### config.mk
export PLATFORM = sky130hd
export DESIGN_NAME = ber_tlv_stream_parser_core_flat
export DESIGN_NICKNAME = d
export VERILOG_FILES = /design/src/hdl/btlv_pkg.sv /design/src/hdl/btlv_stream_if.sv /design/src/hdl/btlv_step.sv /design/src/hdl/btlv_out_reg.sv /design/src/hdl/ber_tlv_stream_parser_core.sv /design/src/flat_wrapper.sv
export VERILOG_INCLUDE_DIRS = /design/src /design/src/hdl
export SDC_FILE = /design/constraint.sdc
export NUM_CORES = 1
export LEC_CHECK = 0
export CORE_ASPECT_RATIO = 0.9
export CORE_MARGIN = 2
export CORE_UTILIZATION = 55
export CTS_CLUSTER_SIZE = 40
export DETAILED_ROUTE_END_ITERATION = 6
export DONT_BUFFER_PORTS = 1
export HOLD_SLACK_MARGIN = 0.15
export PLACE_DENSITY = 0.7
export SLEW_MARGIN = 10
export SYNTH_ARGS = -nofsm -noshare
export SYNTH_HDL_FRONTEND = slang
export SYNTH_SLANG_ARGS = --single-unit
### constraint.sdc
create_clock -name clk -period 5.4 [get_ports clk]
set_input_delay 0.54 -clock clk [delete_from_list [all_inputs] [get_ports clk]]
set_output_delay 0.54 -clock clk [all_outputs]
set_load 0.01 [all_outputs]
### src/hdl/ber_tlv_stream_parser_core_macros.svh
// Assertion macros for the BER-TLV stream parser.
// Used by the parser step logic and the top level; no other dependencies.
// Define ASSERT_OFF to compile the checks away.
`ifndef BER_TLV_STREAM_PARSER_CORE_MACROS_SVH
`define BER_TLV_STREAM_PARSER_CORE_MACROS_SVH

`ifndef ASSERT_OFF

// Same-cycle implication, sampled on the rising clock, off during reset.
`define BTLV_ASSERT_IMP(lbl, clk, rstn, ante, cons) \
  lbl: assert property (@(posedge clk) disable iff (!(rstn)) (ante) |-> (cons)) \
    else $error("assertion failed: same-cycle implication");

// Next-cycle implication, sampled on the rising clock, off during reset.
`define BTLV_ASSERT_NXT(lbl, clk, rstn, ante, cons) \
  lbl: assert property (@(posedge clk) disable iff (!(rstn)) (ante) |=> (cons)) \
    else $error("assertion failed: next-cycle implication");

`else

`define BTLV_ASSERT_IMP(lbl, clk, rstn, ante, cons)
`define BTLV_ASSERT_NXT(lbl, clk, rstn, ante, cons)

`endif

`endif

### src/hdl/btlv_pkg.sv
// Shared types and constants for the BER-TLV stream parser.
// No dependencies; used by the interfaces and every module.
`timescale 1ns / 1ps

package btlv_pkg;

  localparam int BYTE_W = 8;
  localparam int TAG_W  = 16;
  localparam int LEN_W  = 16;

  localparam logic [BYTE_W-1:0] STOP_LO    = 8'h00;
  localparam logic [BYTE_W-1:0] STOP_HI    = 8'hFF;
  localparam logic [4:0]        TAG_MORE   = 5'h1F;
  localparam logic [6:0]        LEN_ONE    = 7'h01;
  localparam logic [6:0]        LEN_TWO    = 7'h02;

  typedef enum logic [2:0] {
    PH_TAG1  = 3'd0,
    PH_TAG2  = 3'd1,
    PH_LEN   = 3'd2,
    PH_L1OF1 = 3'd3,
    PH_L1OF2 = 3'd4,
    PH_L2OF2 = 3'd5,
    PH_VALUE = 3'd6,
    PH_STOP  = 3'd7
  } phase_t;

  typedef enum logic [2:0] {
    K_HEADER   = 3'd0,
    K_VALUE    = 3'd1,
    K_STOPBYTE = 3'd2,
    K_BADLEN   = 3'd3,
    K_NOTHING  = 3'd4
  } kind_t;

  typedef struct packed {
    kind_t              kind;
    logic [TAG_W-1:0]   tag;
    logic [LEN_W-1:0]   elem_length;
    logic [BYTE_W-1:0]  value_byte;
    logic               truncated;
    logic               buffer_end;
  } result_t;

  // One step's outcome, handed from the step logic to the output stage.
  typedef struct packed {
    logic    emit;
    result_t res;
  } step_out_t;

endpackage

### src/hdl/btlv_stream_if.sv
// Valid/ready channel interfaces for the BER-TLV stream parser.
// Depends on btlv_pkg for field widths and the result kind type.
`timescale 1ns / 1ps

interface btlv_in_if;
  logic                      valid;
  logic                      ready;
  logic [btlv_pkg::BYTE_W-1:0] data_byte;
  logic                      last;

  modport source (output valid, output data_byte, output last, input ready);
  modport sink   (input valid, input data_byte, input last, output ready);
endinterface

interface btlv_out_if;
  logic                        valid;
  logic                        ready;
  btlv_pkg::kind_t             kind;
  logic [btlv_pkg::TAG_W-1:0]  tag;
  logic [btlv_pkg::LEN_W-1:0]  elem_length;
  logic [btlv_pkg::BYTE_W-1:0] value_byte;
  logic                        truncated;
  logic                        buffer_end;

  modport source (output valid, output kind, output tag, output elem_length,
                  output value_byte, output truncated, output buffer_end,
                  input ready);
  modport sink   (input valid, input kind, input tag, input elem_length,
                  input value_byte, input truncated, input buffer_end,
                  output ready);
endinterface

### src/hdl/btlv_step.sv
// Phase machine and element holds of the BER-TLV stream parser.
// Depends on btlv_pkg and the assertion macro header.
`timescale 1ns / 1ps
`include "ber_tlv_stream_parser_core_macros.svh"

module btlv_step (
  input  logic                        clk,
  input  logic                        rst_n,
  input  logic                        step_en,
  input  logic [btlv_pkg::BYTE_W-1:0] data_byte,
  input  logic                        last,
  output btlv_pkg::step_out_t         step_out
);

  btlv_pkg::phase_t              phase_r, phase_nxt, phase_step;
  logic [btlv_pkg::TAG_W-1:0]    tag_hold_r, tag_hold_nxt;
  logic [btlv_pkg::LEN_W-1:0]    length_hold_r, length_hold_nxt;
  logic [btlv_pkg::LEN_W-1:0]    value_left_r, value_left_nxt;

  logic                          is_stop;
  logic [btlv_pkg::LEN_W-1:0]    len_w;
  logic                          len_zero;

  assign is_stop  = (data_byte == btlv_pkg::STOP_LO) || (data_byte == btlv_pkg::STOP_HI);
  // Completed length for whichever length form this byte closes.
  assign len_w    = (phase_r == btlv_pkg::PH_L2OF2) ?
                    {length_hold_r[btlv_pkg::BYTE_W-1:0], data_byte} :
                    {{(btlv_pkg::LEN_W-btlv_pkg::BYTE_W){1'b0}}, data_byte};
  assign len_zero = (len_w == '0);

  // Next phase
  always_comb begin
    phase_step = phase_r;
    unique case (phase_r)
      btlv_pkg::PH_TAG1: begin
        if (is_stop) begin
          phase_step = btlv_pkg::PH_STOP;
        end else if (data_byte[4:0] == btlv_pkg::TAG_MORE) begin
          phase_step = btlv_pkg::PH_TAG2;
        end else begin
          phase_step = btlv_pkg::PH_LEN;
        end
      end
      btlv_pkg::PH_TAG2: phase_step = btlv_pkg::PH_LEN;
      btlv_pkg::PH_LEN: begin
        if (data_byte[7]) begin
          if (data_byte[6:0] == btlv_pkg::LEN_ONE) begin
            phase_step = btlv_pkg::PH_L1OF1;
          end else if (data_byte[6:0] == btlv_pkg::LEN_TWO) begin
            phase_step = btlv_pkg::PH_L1OF2;
          end else begin
            phase_step = btlv_pkg::PH_STOP;
          end
        end else begin
          phase_step = len_zero ? btlv_pkg::PH_TAG1 : btlv_pkg::PH_VALUE;
        end
      end
      btlv_pkg::PH_L1OF1: phase_step = len_zero ? btlv_pkg::PH_TAG1 : btlv_pkg::PH_VALUE;
      btlv_pkg::PH_L1OF2: phase_step = btlv_pkg::PH_L2OF2;
      btlv_pkg::PH_L2OF2: phase_step = len_zero ? btlv_pkg::PH_TAG1 : btlv_pkg::PH_VALUE;
      btlv_pkg::PH_VALUE: begin
        phase_step = (value_left_r == btlv_pkg::LEN_W'(1)) ? btlv_pkg::PH_TAG1
                                                           : btlv_pkg::PH_VALUE;
      end
      btlv_pkg::PH_STOP: phase_step = btlv_pkg::PH_STOP;
    endcase

    phase_nxt = phase_r;
    if (step_en) begin
      phase_nxt = last ? btlv_pkg::PH_TAG1 : phase_step;
    end
  end

  // Holds and result
  always_comb begin
    logic complete;
    complete        = 1'b0;
    tag_hold_nxt    = tag_hold_r;
    length_hold_nxt = length_hold_r;
    value_left_nxt  = value_left_r;
    step_out        = '0;
    step_out.res.kind = btlv_pkg::K_NOTHING;

    unique case (phase_r)
      btlv_pkg::PH_TAG1: begin
        if (is_stop) begin
          step_out.emit     = 1'b1;
          step_out.res.kind = btlv_pkg::K_STOPBYTE;
        end else begin
          tag_hold_nxt    = {{(btlv_pkg::TAG_W-btlv_pkg::BYTE_W){1'b0}}, data_byte};
          length_hold_nxt = '0;
        end
      end
      btlv_pkg::PH_TAG2: begin
        tag_hold_nxt = {tag_hold_r[btlv_pkg::BYTE_W-1:0], data_byte};
      end
      btlv_pkg::PH_LEN: begin
        if (data_byte[7]) begin
          if ((data_byte[6:0] != btlv_pkg::LEN_ONE) && (data_byte[6:0] != btlv_pkg::LEN_TWO)) begin
            step_out.emit     = 1'b1;
            step_out.res.kind = btlv_pkg::K_BADLEN;
            step_out.res.tag  = tag_hold_r;
          end
        end else begin
          complete = 1'b1;
        end
      end
      btlv_pkg::PH_L1OF1: complete = 1'b1;
      btlv_pkg::PH_L1OF2: begin
        length_hold_nxt = {{(btlv_pkg::LEN_W-btlv_pkg::BYTE_W){1'b0}}, data_byte};
      end
      btlv_pkg::PH_L2OF2: complete = 1'b1;
      btlv_pkg::PH_VALUE: begin
        step_out.emit             = 1'b1;
        step_out.res.kind         = btlv_pkg::K_VALUE;
        step_out.res.tag          = tag_hold_r;
        step_out.res.elem_length  = length_hold_r;
        step_out.res.value_byte   = data_byte;
        value_left_nxt            = value_left_r - btlv_pkg::LEN_W'(1);
      end
      btlv_pkg::PH_STOP: ;
    endcase

    if (complete) begin
      length_hold_nxt          = len_w;
      value_left_nxt           = len_w;
      step_out.emit            = 1'b1;
      step_out.res.kind        = btlv_pkg::K_HEADER;
      step_out.res.tag         = tag_hold_r;
      step_out.res.elem_length = len_w;
    end

    // Buffer end: always report, flag an unfinished element, start clean.
    if (last) begin
      step_out.emit           = 1'b1;
      step_out.res.buffer_end = 1'b1;
      step_out.res.truncated  = (phase_step != btlv_pkg::PH_TAG1) &&
                                (phase_step != btlv_pkg::PH_STOP);
      tag_hold_nxt    = '0;
      length_hold_nxt = '0;
      value_left_nxt  = '0;
    end
  end

  always_ff @(posedge clk) begin
    if (!rst_n) begin
      phase_r       <= btlv_pkg::PH_TAG1;
      tag_hold_r    <= '0;
      length_hold_r <= '0;
      value_left_r  <= '0;
    end else begin
      phase_r <= phase_nxt;
      if (step_en) begin
        tag_hold_r    <= tag_hold_nxt;
        length_hold_r <= length_hold_nxt;
        value_left_r  <= value_left_nxt;
      end
    end
  end

  `BTLV_ASSERT_NXT(a_last_restarts, clk, rst_n, step_en && last,
                   (phase_r == btlv_pkg::PH_TAG1) && (value_left_r == '0))
  `BTLV_ASSERT_IMP(a_value_has_count, clk, rst_n, phase_r == btlv_pkg::PH_VALUE,
                   value_left_r != '0)

endmodule

### src/hdl/btlv_out_reg.sv
// Output register stage of the BER-TLV stream parser: holds one result beat.
// Depends on btlv_pkg and the btlv_out_if interface.
`timescale 1ns / 1ps

module btlv_out_reg (
  input  logic                clk,
  input  logic                rst_n,
  input  logic                load_en,
  input  btlv_pkg::step_out_t step_out,
  output logic                can_load,
  btlv_out_if.source          out_bus
);

  logic              valid_r, valid_nxt;
  btlv_pkg::result_t res_r;

  // Slot frees when empty or when the held beat leaves this cycle.
  assign can_load = !valid_r || out_bus.ready;

  always_comb begin
    valid_nxt = valid_r;
    if (can_load) begin
      valid_nxt = load_en && step_out.emit;
    end
  end

  always_ff @(posedge clk) begin
    if (!rst_n) begin
      valid_r <= 1'b0;
    end else begin
      valid_r <= valid_nxt;
    end
  end

  always_ff @(posedge clk) begin
    if (can_load && load_en && step_out.emit) begin
      res_r <= step_out.res;
    end
  end

  assign out_bus.valid       = valid_r;
  assign out_bus.kind        = res_r.kind;
  assign out_bus.tag         = res_r.tag;
  assign out_bus.elem_length = res_r.elem_length;
  assign out_bus.value_byte  = res_r.value_byte;
  assign out_bus.truncated   = res_r.truncated;
  assign out_bus.buffer_end  = res_r.buffer_end;

endmodule

### src/hdl/ber_tlv_stream_parser_core.sv
// Top level of the BER-TLV stream parser core.
// Depends on btlv_pkg, btlv_stream_if, btlv_step, btlv_out_reg and the macro header.
`timescale 1ns / 1ps
`include "ber_tlv_stream_parser_core_macros.svh"

// Usage
//   in_bus  : one beat per buffer byte (data_byte, last marks the final byte).
//   out_bus : at most one result beat per input beat: element headers, value
//             bytes, stop and bad-length reports, and always a beat for the
//             byte marked last (buffer_end set, truncated if the buffer ended
//             inside a header or value).
//   Output  : a result is registered and shows on out_bus the cycle after its beat.
//   Throughput: one byte per cycle while out_bus is not stalled; the phase machine
//             advances once per accepted beat; one output register is the only stage.
//   Header bytes that finish nothing, and bytes after a stop, give no beat.
//   Reset   : rst_n low (synchronous) returns the walk to the first tag byte,
//             clears the holds and empties the output register.
//   Stall   : while out_bus.ready is low and a result is held, in_bus.ready
//             drops; the held beat stays put until taken. A held beat that
//             leaves in the same cycle frees the slot, so no bubble appears.
//   The byte marked last returns the walk to its reset state, so the next
//   beat starts a new buffer.

module ber_tlv_stream_parser_core (
  input  logic       clk,
  input  logic       rst_n,
  btlv_in_if.sink    in_bus,
  btlv_out_if.source out_bus
);

  btlv_pkg::step_out_t step_out;
  logic                can_load;
  logic                in_acc;

  // Accept a byte whenever the output slot can take its result.
  assign in_bus.ready = can_load;
  assign in_acc       = in_bus.valid && can_load;

  btlv_step u_step (
    .clk       (clk),
    .rst_n     (rst_n),
    .step_en   (in_acc),
    .data_byte (in_bus.data_byte),
    .last      (in_bus.last),
    .step_out  (step_out)
  );

  btlv_out_reg u_out (
    .clk      (clk),
    .rst_n    (rst_n),
    .load_en  (in_acc),
    .step_out (step_out),
    .can_load (can_load),
    .out_bus  (out_bus)
  );

  `BTLV_ASSERT_NXT(a_last_beat_out, clk, rst_n, in_acc && in_bus.last,
                   out_bus.valid && out_bus.buffer_end)
  `BTLV_ASSERT_IMP(a_value_byte_clear, clk, rst_n,
                   out_bus.valid && (out_bus.kind != btlv_pkg::K_VALUE),
                   out_bus.value_byte == '0)

endmodule

### src/flat_wrapper.sv
// flat-port wrapper written by rule: the top's interface ports become plain ports
module ber_tlv_stream_parser_core_flat 
  (clk, rst_n, in_bus_valid, in_bus_data_byte, in_bus_last, in_bus_ready, out_bus_valid, out_bus_kind, out_bus_tag, out_bus_elem_length, out_bus_value_byte, out_bus_truncated, out_bus_buffer_end, out_bus_ready);
  btlv_in_if in_bus_i ();
  btlv_out_if out_bus_i ();
  input  logic clk;
  input  logic rst_n;
  input wire logic [$bits(in_bus_i.valid)-1:0] in_bus_valid;
  input wire logic [$bits(in_bus_i.data_byte)-1:0] in_bus_data_byte;
  input wire logic [$bits(in_bus_i.last)-1:0] in_bus_last;
  output wire logic [$bits(in_bus_i.ready)-1:0] in_bus_ready;
  output wire logic [$bits(out_bus_i.valid)-1:0] out_bus_valid;
  output wire logic [$bits(out_bus_i.kind)-1:0] out_bus_kind;
  output wire logic [$bits(out_bus_i.tag)-1:0] out_bus_tag;
  output wire logic [$bits(out_bus_i.elem_length)-1:0] out_bus_elem_length;
  output wire logic [$bits(out_bus_i.value_byte)-1:0] out_bus_value_byte;
  output wire logic [$bits(out_bus_i.truncated)-1:0] out_bus_truncated;
  output wire logic [$bits(out_bus_i.buffer_end)-1:0] out_bus_buffer_end;
  input wire logic [$bits(out_bus_i.ready)-1:0] out_bus_ready;
  assign in_bus_i.valid = in_bus_valid;
  assign in_bus_i.data_byte = in_bus_data_byte;
  assign in_bus_i.last = in_bus_last;
  assign in_bus_ready = in_bus_i.ready;
  assign out_bus_valid = out_bus_i.valid;
  assign out_bus_kind = out_bus_i.kind;
  assign out_bus_tag = out_bus_i.tag;
  assign out_bus_elem_length = out_bus_i.elem_length;
  assign out_bus_value_byte = out_bus_i.value_byte;
  assign out_bus_truncated = out_bus_i.truncated;
  assign out_bus_buffer_end = out_bus_i.buffer_end;
  assign out_bus_i.ready = out_bus_ready;
  ber_tlv_stream_parser_core u_core (.clk(clk), .rst_n(rst_n), .in_bus(in_bus_i), .out_bus(out_bus_i));
endmodule
==> results of run 1 <==
[kinds of logic (layout without fill, tap and decap cells)]
logic type	count (synthesis)	in the layout	share of synthesized area, %
buffers and inverters	41	28	4.12
adders and majority gates	2	2	0.553
DFF	97	97	52.9
and+or+nand+nor	138	138	16.8
AOI/OAI and AO/OA	142	142	24.3
xor gates and xnor gates	7	7	1.36
[synthesized netlist by cell type (7+ instances only)]
master    count
inv_1        10
o31ai_1      10
o22ai_1       7
nand4_1      10
and2_1       28
nor2_1       19
a32o_1        8
a22o_1       30
edfxtp_1     45
dfxtp_1      52
buf_2        11
a21oi_1      31
clkbuf_1     17
nand2_1      30
o21ai_0       7
nor3b_1       8
nor3_1       11
[area by class of cell]
type                       count  area (µm²)
fill                         676        3320
sequential                    97        2390
multi-input combinational    289        1960
clock buffer                  10         128
tap                           99         124
clock inverter                 6        52.6
inverter                      10        37.5
timing repair buffer           2        15.0
[final timing paths]
kind	cells after the start	slack, ns	startpoint	endpoint
worst max register to register	6	2.56	u_core.u_step.phase_r[0]$_SDFFE_PN0P_	u_core.u_out.out_bus.elem_length[10]$_DFFE_PP_
worst max-delay path	6	2.56	u_core.u_step.phase_r[0]$_SDFFE_PN0P_	u_core.u_out.out_bus.elem_length[10]$_DFFE_PP_
worst min register to register	1	0.47	u_core.u_step.length_hold_r[11]$_SDFFE_PN0P_	u_core.u_step.length_hold_r[11]$_SDFFE_PN0P_
worst min-delay path	0	0.27	in_bus_last	u_core.u_out.out_bus.buffer_end$_DFFE_PP_
[power groups by stage]
stage	registers, mW	clock network (mW)	logic, mW
final	0.816	0.435	0.116
after global placement	0.833	0	0.113
after floorplan	0.828	0	0.102
after global routing	0.819	0.476	0.128
after CTS	0.816	0.449	0.115
after detailed placement	0.833	0	0.114
[metal layers]
layer / up-vias / wire length [µm] / part of all wire [%]
li1: 1595 / - / -
met1: 1626 / 4820 / 47
met2: 148 / 4610 / 45
met3: 15 / 751 / 7.3
met4: 0 / 156 / 1.5
met5: - / 0 / 0
[stage by stage]
| stage | utilization, % | hold WS (ns) | setup WS [ns] |
|---|---|---|---|
| 2_1_floorplan | - | 0.440 | 1.14 |
| 3_3_place_gp | 56.4 | 0.449 | 2.66 |
| 3_5_place_dp | 56.4 | 0.454 | 2.55 |
| 4_1_cts | 58.7 | 0.249 | 2.56 |
| 5_1_grt | 58.7 | 0.240 | 2.25 |
| 6_report | 58.7 | 0.268 | 2.56 |
[sequential cells by signal, indices dropped and copies added, names as in the netlist, 3 cells and up]
register,cells
u_core.u_out.out_bus.elem_length,16
u_core.u_out.out_bus.value_byte,8
u_core.u_out.out_bus.kind,3
u_core.u_step.tag_hold_r,16
u_core.u_step.value_left_r,16
u_core.u_out.out_bus.tag,16
u_core.u_step.phase_r,3
u_core.u_step.length_hold_r,16
==> results_dict.tcl, run 1 <==
set metrics [dict create \
    pwr-share-clk_pct 31.8 \
    fin_nets 424 \
    synthCells 427 \
    clk_latency_ns 0.37 \
    crit_arrival_ns 2.86 \
    drc 0 \
    power.internal_mw 1.01 \
    syn_nets 442 \
    vdd_drop_max_mv 0.127 \
    grt_usage_pct 23.5 \
    gp_congestion 0.937 \
    design_area_um2 4710 \
    synth_edf_count 45 \
    routed_wirelength_mm 10.3 \
    ys_types 64 \
    power.density_nw_per_um2 290 \
    dpl.hpwl_mm 7.02 \
    dp.cells 497 \
    clk_pin_slew_ns 0.09 \
    async_reset_ff_share_pct 0 \
    overflow 0 \
    dieWidth_um 99.6 \
    core-area_um2 8030 \
    netlist_area_um2 4520 \
    setup_viol 0 \
    final_cells 513 \
    grt_pass1_vias 3015 \
    drt-initial-drc-count 349 \
    area_delta_synth_final_pct 4.15 \
    cts_resized 0 \
    rsz0062_at_grt "no" \
    switching_share_pct 26.2 \
    cts_sinks 97 \
    n_antenna_cell 0 \
    top_usage_layer "met1" \
    grt_util_met1_pct 34.7 \
    ios 60 \
    min_period_ns 2.84 \
    synth_top_area_share_pct 29.9 \
    worstPathRequired_ns 5.41 \
    ys.flop_type "dfxtp_1" \
    postCtsHoldBufs 0 \
    worst_clock_skew_ns 0.00522 \
    layout_commonest_cell "dfxtp_1" \
    status "finished clean" \
    synth_top_area_cell "edfxtp_1" \
    crit_chain "inv_1, nand2_1, o21ai_1, nor2_1, a21oi_4, buf_4" \
    post_cts_buffers 0 \
    wire_per_inst_um 20.2 \
    drtAntennaViolNets 0 \
    ys_ff_latch 97 \
    numCtsBuffers 9 \
    final_cell_mix "dfxtp_1, edfxtp_1, nand2_1, a22o_1, a21oi_1" \
    p_leak_nw 1.63 \
    hold_path.class "in2reg" \
    drv_slew 0 \
    antenna_found_initial 0 \
    final.setup.tns_ns 0 \
    worstSetupPathType "reg2reg" \
    startpoint_type "flip-flop" \
    hold_viol_final 0 \
    die_y_um 90.0 \
    htreeDepth 3 \
    fin_crit_sh_pct 52.7 \
    clock_tree.buffer_depth 2 \
    grt_max_degree 46 \
    crit_path_top_delay_cell "o21ai_1" \
    fmax_mhz 352 \
    worst_pin_slew_ns 1.29 \
    grt_pass1_wl_mm 16.4 \
    cp-end-kind "flip-flop" \
    cap_violations 0 \
    slowest_delay_ns 0.75 \
    cp_num_buf_inv 2 \
    seq_area_frac_synth_pct 52.9 \
    grt_use_met2_pct 33.7 \
    seq_power_share_pct 59.7 \
    initial_utilization_pct 56.3 \
    avgSynthCellArea_um2 10.6 \
    ys_top_cells_by_area "edfxtp_1, dfxtp_1, a22o_1, and2_1, a21oi_1" \
    place_area_um2 4530 \
    rows 31 \
    cp_top_family "compound AO/OA/AOI/OAI gates" \
    port_buffers 0 \
    vias 3384 \
    p_comb_share_pct 8.5 \
    power_mw 1.37 \
    cp_max_fo 45 \
    relSlewSlack_pct 13.4 \
    synth-warning-count 0 \
    vias_per_cell 6.60 \
    switching_power_uw 359 \
    clockRootBuffer "clkbuf_8" \
    die-area_um2 8970 \
    use_met3_pct 7.00 \
    drive_above_1_share_pct 7.73 \
    dr.pass1.iters 5 \
    cts_tree "done" \
]
(Power assumes the default switching activity.)
==> run 2: changes to the inputs <==
Settings changed: ABC_AREA set to 1.
Clock period 5.4 ns to 2.8 ns, I/O delays scaled along.
==> run 2 against run 1 <==
Sequential power rose by 99%. Critical path depth grew 7. Cell count grew 37%. Sequential cell count stayed put. Die area grew 4.0%. Area after synthesis rose by 4.2%. Global-route usage grew 2.0 points. Cell area is 8.1% higher. Largest cell class unchanged.
==> results_dict.tcl, run 2 <==
set metrics [dict create \
    vdd_drop_max_mv 0.371 \
    drt-initial-drc-count 295 \
    synth-xor-area-share_pct 0.929 \
    drv_slew 0 \
    core-area_um2 8450 \
    dpl.hpwl_mm 7.58 \
    hold_depth 2 \
    crit_path_top_delay_cell "dfxtp_1" \
    ys_top_cells_by_count "nand2_1, nor2_1, inv_1, dfxtp_1, edfxtp_1" \
    post_cts_buffers 0 \
    switching_power_uw 849 \
    drc 0 \
    cap_violations 0 \
    rsz0062_at_grt "no" \
    hold_viol_final 0 \
    drive_above_1_share_pct 9.26 \
    grt_pass1_vias 3476 \
    worstReg2RegStart "u_core.u_step.phase_r[0]$_SDFFE_PN0P_" \
    crit_chain "inv_2, nor2_2, nand3_1, nand2_1, nor2_1, nand3_1, nand2_1, nand2_1, nor2_1, nor2_1, nand2_1, nand2_1, nor2_1" \
    drtAntennaViolNets 0 \
    routed_wirelength_mm 11.3 \
    synth_edf_count 45 \
    fin_nets 593 \
    async_reset_ff_share_pct 0 \
    synthCells 573 \
    antenna_found_initial 0 \
    vias 3884 \
    htreeDepth 3 \
    ios 60 \
    ys_top_cells_by_area "edfxtp_1, dfxtp_1, nand2_1, nor2_1, inv_1" \
    cts_tree "done" \
    layout_commonest_cell "nand2_1" \
    grt_use_met2_pct 37.8 \
    reg2regPathDepth 13 \
    final_cells 702 \
    rows 32 \
    cp_max_fo 10 \
    ys_ff_latch 97 \
    grt_util_met1_pct 36.6 \
    cts_sinks 97 \
    top_usage_layer "met2" \
    power.density_nw_per_um2 600 \
    worstSetupEndpoint "u_core.u_out.out_bus.truncated$_SDFFCE_PN0P_" \
    worst_pin_slew_ns 0.737 \
    grt_max_degree 46 \
    cp_top_family "simple AND/OR/NAND/NOR gates" \
    cp_num_buf_inv 1 \
    ys_types 41 \
    port_buffers 0 \
    worst_clock_skew_ns 0.00454 \
    grt_usage_pct 25.5 \
    numCtsBuffers 9 \
    avgSynthCellArea_um2 8.23 \
    clk_latency_ns 0.36 \
    final_cell_mix "nand2_1, nor2_1, inv_1" \
    num-fill-cells 773 \
    p_leak_nw 1.95 \
    gp_congestion 0.984 \
    dr.pass1.iters 5 \
    synth_top_area_share_pct 28.7 \
    r2r-end "u_core.u_out.out_bus.truncated$_SDFFCE_PN0P_" \
    synth-simple-area-share_pct 25.9 \
    die_y_um 91.8 \
    clock_tree.buffer_depth 2 \
    synthMuxAreaShare_pct 0 \
    area_delta_synth_final_pct 8.07 \
    synthAdderAreaFrac_pct 0.531 \
    p_comb_share_pct 14.1 \
    relSlewSlack_pct 50.5 \
    yosysMostFrequentCell "nand2_1" \
    synth-warning-count 0 \
    crit_cells 13 \
    seq_power_share_pct 53.1 \
    netlist_area_um2 4710 \
    syn_nets 588 \
    dieWidth_um 102 \
    fin_crit_sh_pct 80.0 \
    overflow 0 \
    wire_per_inst_um 16.1 \
    startpoint_type "flip-flop" \
    slowest_delay_ns 0.54 \
    postCtsHoldBufs 10 \
    crit_arrival_ns 2.37 \
    switching_share_pct 27.8 \
    setup_viol 0 \
    synth_top_area_cell "edfxtp_1" \
    n_antenna_cell 0 \
    status "finished clean" \
    worstPathRequired_ns 2.93 \
    fmax_mhz 446 \
    worstSetupPathType "reg2reg" \
    crit_top_cell "nand2_1" \
    seq_area_frac_synth_pct 50.8 \
    vias_per_cell 5.53 \
    power.internal_mw 2.21 \
    die-area_um2 9330 \
    regToRegSetupSlack_ns 0.56 \
    synth_compound_area_share_pct 12.7 \
    use_met3_pct 7.16 \
    pwr-share-clk_pct 32.8 \
    min_period_ns 2.24 \
    synth_top_family_by_area "simple AND/OR/NAND/NOR gates" \
    hold_path.class "in2reg" \
    ys.flop_type "dfxtp_1" \
    cp-end-kind "flip-flop" \
    cts_resized 0 \
    final.setup.tns_ns 0 \
    clk_pin_slew_ns 0.09 \
    clockRootBuffer "clkbuf_8" \
    dp.cells 676 \
    initial_utilization_pct 55.8 \
    grt_pass1_wl_mm 18.2 \
    critPathLaunch "u_core.u_step.phase_r[0]$_SDFFE_PN0P_" \
]
==> run 2: changes by cell type after synthesis, sizes merged, moves of 7 or more <==
| cell | delta |
|---|---|
| nand2 | +89 |
| nor2 | +78 |
| inv | +63 |
| a22o | -30 |
| and2 | -29 |
| o21ai | +26 |
| nand3 | +21 |
| a21oi | +13 |
| o31ai | -10 |
| clkbuf | -9 |
| a211oi | +8 |
| a32o | -8 |
| nor4 | -7 |
==> run 2: cell type report <==
type                       count  area [µm²]  share of cell area, %
clock buffer                  10         128                   2.51
clock inverter                 6        91.3                   1.79
inverter                      75         292                   5.72
multi-input combinational    380        1890                   37.1
sequential                    97        2390                   47.0
tap                          119         149                   2.92
timing repair buffer          15         150                   2.95
==> run 2: worst min path at each step <==
stage | from | end
after floorplan | in_bus_last | u_core.u_out.out_bus.buffer_end$_DFFE_PP_
final | in_bus_data_byte[0] | u_core.u_step.value_left_r[0]$_SDFFE_PN0P_
after global routing | in_bus_data_byte[7] | u_core.u_out.out_bus.value_byte[7]$_SDFFCE_PP0P_
after global placement | in_bus_last | u_core.u_out.out_bus.buffer_end$_DFFE_PP_
after CTS | in_bus_data_byte[0] | u_core.u_step.value_left_r[0]$_SDFFE_PN0P_
after detailed placement | in_bus_last | u_core.u_out.out_bus.buffer_end$_DFFE_PP_
==> run 2: kinds of logic after synthesis <==
kind of cell / Yosys count
simple gates: 274
compound gates: 99
flops: 97
buf+inv: 96
xor+xnor: 5
fa+ha+maj: 2
==> run 2: worst register-to-register path: cells and delay by family, from the launching register on <==
| kind | cells | cell delay, ns |
|---|---|---|
| and+or+nand+nor | 12 | 1.38 |
| buffers and inverters | 1 | 0.09 |
| DFF | 1 | 0.54 |
==> run 2: stage by stage <==
stage	hold WS, ns	util, %	worst slack [ns]	instance area [µm²]	total power, mW
after floorplan	0.379	-	0.331	4710	1.98
after global routing	0.151	60.3	0.339	5090	3.19
final	0.155	60.3	0.559	5090	3.06
after global placement	0.382	56.5	0.741	4770	2.05
after detailed placement	0.383	56.5	0.650	4770	2.06
after CTS	0.153	60.3	0.646	5090	3.07
==> run 2: power groups by stage <==
stage | Sequential [mW] | Combinational [mW] | Clock, mW
4_1_cts | 1.62 | 0.428 | 1.02
6_report | 1.62 | 0.431 | 1.00
5_1_grt | 1.63 | 0.488 | 1.07
2_1_floorplan | 1.64 | 0.346 | 0
3_3_place_gp | 1.65 | 0.401 | 0
3_5_place_dp | 1.65 | 0.404 | 0
==> run 2: metal layers <==
| metal | part of all wire (%) | up-vias |
|---|---|---|
| met5 | 0 | - |
| met4 | 1.2 | 0 |
| met3 | 9.4 | 11 |
| met2 | 44 | 174 |
| met1 | 45 | 1811 |
| li1 | - | 1888 |
